**config.mk**
```make
export PLATFORM = sky130hd
export DESIGN_NAME = grt_recip
export DESIGN_NICKNAME = d
export VERILOG_FILES = /design/src/rtl/grt_pkg.sv /design/src/rtl/grt_recip.sv
export SDC_FILE = /design/constraint.sdc
export NUM_CORES = 1
export LEC_CHECK = 0
export ABC_AREA = 1
export BUFFER_PORTS_ARGS = -buffer_cell sky130_fd_sc_hd__clkbuf_2
export CORE_UTILIZATION = 40
export DETAILED_ROUTE_END_ITERATION = 16
export PLACE_DENSITY_LB_ADDON = 0.3
export SYNTH_ARGS = -nofsm -noshare
export SYNTH_HDL_FRONTEND = slang
export SYNTH_SLANG_ARGS = --single-unit
```
**constraint.sdc**
```tcl
create_clock -name clock -period 5.9 [get_ports clock]
set_clock_uncertainty 0.1 [all_clocks]
set_input_delay 1.18 -clock clock [delete_from_list [all_inputs] [get_ports clock]]
set_output_delay 1.18 -clock clock [all_outputs]
set_load 0.02 [all_outputs]
```
**src/rtl/grt_pkg.sv**
```systemverilog
// ----------------------------------------------------------------------------
// grt_pkg
// Shared types and constants of the grid ray traversal block.
// ----------------------------------------------------------------------------
package grt_pkg;

   // Fixed-point formats
   localparam int FRAC_BITS    = 12;
   localparam int DIR_ONE_BITS = 14;
   localparam int DIST_W       = 23;
   localparam int POS_W        = 22;
   localparam int DIR_W        = 16;
   localparam int CELL_W       = 14;
   localparam int QUO_W        = DIR_ONE_BITS + FRAC_BITS + 1;
   localparam int CNT_W        = $clog2(QUO_W);

   localparam logic [DIST_W-1:0] DIST_MAX = {DIST_W{1'b1}};
   localparam logic [POS_W-1:0]  POS_MAX  = {POS_W{1'b1}};

   // Request kinds
   localparam logic CMD_WRITE = 1'b0;
   localparam logic CMD_CAST  = 1'b1;

   // Reflection sign codes
   localparam logic [1:0] REF_NONE = 2'b00;
   localparam logic [1:0] REF_POS  = 2'b01;
   localparam logic [1:0] REF_NEG  = 2'b11;

   typedef logic [DIST_W-1:0]        dist_type;
   typedef logic signed [CELL_W-1:0] cell_type;

endpackage

```
**src/rtl/grt_recip.sv**
```systemverilog
// ----------------------------------------------------------------------------
// grt_recip
// Per-axis step lengths: floor(2^26 / |d|) for two axes at once, one quotient
// bit per cycle, saturated to the distance range.
// ----------------------------------------------------------------------------
module grt_recip
   import grt_pkg::*;
(
   input  logic             clock,
   input  logic             reset,
   input  logic             start,
   input  logic [DIR_W-1:0] abs_x,
   input  logic [DIR_W-1:0] abs_y,
   output logic             done,
   output dist_type         step_x,
   output dist_type         step_y
);

   logic             busy_ff;
   logic             done_ff;
   logic [CNT_W-1:0] cnt_ff;
   logic [DIR_W-1:0] ax_ff, ay_ff;
   logic [DIR_W:0]   rx_ff, ry_ff;
   logic [QUO_W-1:0] qx_ff, qy_ff;
   logic             dbit;
   logic [DIR_W:0]   tx, ty;

   // Dividend is a single one at its top bit
   assign dbit = (cnt_ff == CNT_W'(QUO_W - 1));
   assign tx   = {rx_ff[DIR_W-1:0], dbit};
   assign ty   = {ry_ff[DIR_W-1:0], dbit};

   // Restoring division, both axes in step
   always_ff @(posedge clock) begin
      if (reset) begin
         busy_ff <= 1'b0;
         done_ff <= 1'b0;
         cnt_ff  <= '0;
      end else begin
         done_ff <= 1'b0;
         if (start) begin
            busy_ff <= 1'b1;
            cnt_ff  <= CNT_W'(QUO_W - 1);
            ax_ff   <= abs_x;
            ay_ff   <= abs_y;
            rx_ff   <= '0;
            ry_ff   <= '0;
            qx_ff   <= '0;
            qy_ff   <= '0;
         end else if (busy_ff) begin
            if (tx >= {1'b0, ax_ff}) begin
               rx_ff <= tx - {1'b0, ax_ff};
               qx_ff <= {qx_ff[QUO_W-2:0], 1'b1};
            end else begin
               rx_ff <= tx;
               qx_ff <= {qx_ff[QUO_W-2:0], 1'b0};
            end
            if (ty >= {1'b0, ay_ff}) begin
               ry_ff <= ty - {1'b0, ay_ff};
               qy_ff <= {qy_ff[QUO_W-2:0], 1'b1};
            end else begin
               ry_ff <= ty;
               qy_ff <= {qy_ff[QUO_W-2:0], 1'b0};
            end
            if (cnt_ff == '0) begin
               busy_ff <= 1'b0;
               done_ff <= 1'b1;
            end else begin
               cnt_ff <= cnt_ff - 1'b1;
            end
         end
      end
   end

   // Saturate to the distance range (a zero divisor gives all ones)
   assign done   = done_ff;
   assign step_x = (qx_ff > QUO_W'(DIST_MAX)) ? DIST_MAX : qx_ff[DIST_W-1:0];
   assign step_y = (qy_ff > QUO_W'(DIST_MAX)) ? DIST_MAX : qy_ff[DIST_W-1:0];

endmodule

```
==> metrics.md <==
| Metric | Value |
|---|---|
| Status | finished, final reports clean |
| Register bit total from synthesis | 125 |
| Fillers | 1771 |
| Post-CTS Hold Buffers | 0 |
| Number of distinct library cells after synthesis | 37 |
| Largest net degree at the start of global routing | 57 |
| Via Count | 5914 |
| Worst Hold Class | reg2reg |
| Antenna cells | 0 |
| Leading cell types in the layout, fill and taps excluded | nand2_1, inv_1, nor2_1 |
| Psw | 807 uW |
| Initial Util | 41.4% |
| Worst R2R Setup Slack | 2.73 ns |
| Synthesized area | 7530 sq um |
| Die height | 139 um |
| Leak | 4.32 nW |
| Worst-Margin Slew | 0.962 ns |
| Max Clk Rate | 316 MHz |
| Final wirelength | 15800 um |
| Combinational group share of total power | 20.4% |
| IR drop worst, VDD | 0.000200 V |
| Post-CTS setup buffer count | 0 |
| Fin Hold WS | 0.369 ns |
| CTS buffer count | 17 |
| Worst Path Max Fanout | 12 |
| Reg2reg start | cnt_ff[0] |
| Layout cell share with drive strength beyond 1 | 14.8% |
| Register share of total power | 39.9% |
| Worst slew margin | 35.6% |
| Row cnt | 49 |
| Vias in the first global route | 5544 |
| Post-route DRC | 0 |
| Worst R2R End | rx_ff[2] |
| Asr flop ratio synth | 0% |
| Wire per inst | 12.5 um |
| Final period util | 53.7% |
| Slowest cell on crit path | nor2_1 |
| Post-Syn Nets | 1015 |
| Power Dens Cells | 310 nW/um^2 |
| GP Congestion | 0.850 |
| Syn_area_per_cell | 7.99 sq um |
| YS warnings | 0 |
| Req. time, crit path | 5.97 ns |
| Register area share after synthesis | 48.9% |
| Resized cells post-CTS | 0 |
| R2r worst-path depth | 12 |
| IO Count | 82 |
| Int Pwr | 1.91 mW |
| Unrepaired setup endpoints after global routing | false |
| Clock power share | 39.7% |
| H-tree depth | 4 |
| Final ANT Viol Nets | 0 |
| Most common cell after layout, fill and taps aside | nand2_1 |
| Hold Crit Endpoint | cnt_ff[0] |
| Die ar. | 19400 sq um |
| Worst Setup Start Kind | flop |
| Clock transition at the registers of the reported paths | 0.06 ns |
| Die X | 139 um |
| WP data arrival | 3.23 ns |
| Iter 0 DRT Violations | 417 |
| Cells after Synth | 943 |
| Most frequent CP cell | nor2_1 |
| Slew Limit Fails | 0 |
| Clock sinks | 125 |
| Ys flop type | edfxtp_1 |
| Worst setup path category | reg2reg |
| Maxcap violations | 0 |
| Minimum clock period | 3.17 ns |
| DP HPWL | 11300 um |
| Final hold vios | 0 |
| Switching share of power | 29.7% |
| Setup TNS | 0 ns |
| Port Buffers | 81 |
| Hold path cells | 2 |
| Drt via density | 4.66 |
| Min-delay src | cnt_ff[0] |
| CTS tree | yes |
| Number of synthesized flops with an enable pin | 118 |
| Layout Nets | 1100 |
| CTS Root Cell | clkbuf_16 |
| Clock Latency Late Sink | 0.42 ns |
| Area Growth Syn to Fin | 16.4% |
| Initial antenna violation count | 0 |
| All-layer global routing usage | 17.4% |
| Finish-stage setup viols | 0 |
| Core area | 18200 sq um |
| Critical Path Sink Type | flop |
| First-pass GRT wire length | 26500 um |
| First drt pass iteration count | 7 |
| CP max stage delay | 0.72 ns |
| Grt ovf | 0 |
| Longest Clk Path Bufs | 2 |
| Worst path cell trace | inv_1 -> ha_1 -> nand4_1 -> ha_1 -> nand3_1 -> nor2_1 -> nand4_1 -> nand2_1 -> nor2_1 -> nand2_2 -> nor2_1 -> nor2_1 |
## per-stage QoR
stage / util (%) / total power [mW] / setup WS (ns) / area [sq um] / cells
after global routing: 48.1 / 2.87 / 2.54 / 8770 / 1270
after global placement: 44.8 / 1.65 / 2.43 / 8150 / 1238
after floorplan: - / 1.53 / 1.46 / 7540 / 943
after detailed placement: 44.8 / 1.65 / 2.42 / 8150 / 1238
final: 48.1 / 2.72 / 2.73 / 8770 / 1270
after CTS: 48.1 / 2.74 / 2.71 / 8770 / 1270
## power groups by stage
stage / clock network (mW) / logic [mW] / registers, mW
final: 1.08 / 0.555 / 1.08
after global routing: 1.14 / 0.637 / 1.09
after CTS: 1.10 / 0.557 / 1.08
after global placement: 0 / 0.549 / 1.10
after detailed placement: 0 / 0.552 / 1.10
after floorplan: 0 / 0.434 / 1.09
## layout make-up
cell class / instances / area [sq um] / share of cell area (%)
flip-flops and latches: 125 / 3680 / 42.0
multi-input cells: 601 / 3000 / 34.2
inverters: 196 / 736 / 8.39
repair buffers: 87 / 450 / 5.14
clock buffers: 17 / 425 / 4.85
well taps: 229 / 287 / 3.27
clock inverters: 15 / 186 / 2.13
## critical path: cells and delay by family, from the launching register on
kind | cells | cell delay [ns]
and+or+nand+nor | 9 | 1.81
adders and majority gates | 2 | 0.56
DFF | 1 | 0.31
buffers and inverters | 1 | 0.15
## synthesized netlist by cell type, types with 7 or more instances
library cell / number / share of area [%]
nor2_2: 8 / 0.66
inv_1: 193 / 9.6
nand4_1: 9 / 0.75
a21oi_1: 20 / 1.3
nand3_1: 44 / 2.9
dfxtp_1: 7 / 1.9
nand2_1: 267 / 13
nand3b_1: 13 / 1.3
nand2_2: 11 / 0.91
nor2_1: 149 / 7.4
edfxtp_1: 118 / 47
xor2_1: 10 / 1.2
ha_1: 35 / 5.8
## cell families (layout without fill, tap and decap cells)
kind of cell,count (synthesis),after routing,synth area share (%)
XOR/XNOR,13,13,1.51
buffers and inverters,217,315,11.7
AO/OA/AOI/OAI,29,29,2.06
AND/OR/NAND/NOR,522,522,29.5
flip-flops,125,125,48.9
adder cells (fa/ha/maj),37,37,6.34
## sequential cells by signal, indices dropped and copies added, names as in the netlist
name     count
ax_ff       16
ay_ff       16
busy_ff      1
cnt_ff       5
done         1
qx_ff       27
qy_ff       27
rx_ff       16
ry_ff       16
## worst max path at each step
stage	startpoint	endpoint	slack, ns	depth (start not counted)
floorplan	start	qx_ff[0]	1.46	4
global placement	start	ax_ff[12]	2.43	5
detailed placement	start	ax_ff[9]	2.42	5
CTS	cnt_ff[0]	rx_ff[2]	2.71	12
global route	cnt_ff[0]	rx_ff[2]	2.54	12
finish	cnt_ff[0]	rx_ff[2]	2.73	12
## per-layer routing
layer	vias up	GRT usage, %	wire length, um
li1	3093	-	-
met1	2671	23.1	7510
met2	133	28.2	7480
met3	17	3.65	650
met4	0	5.61	184
met5	-	0	0
(Power assumes the default switching activity.)
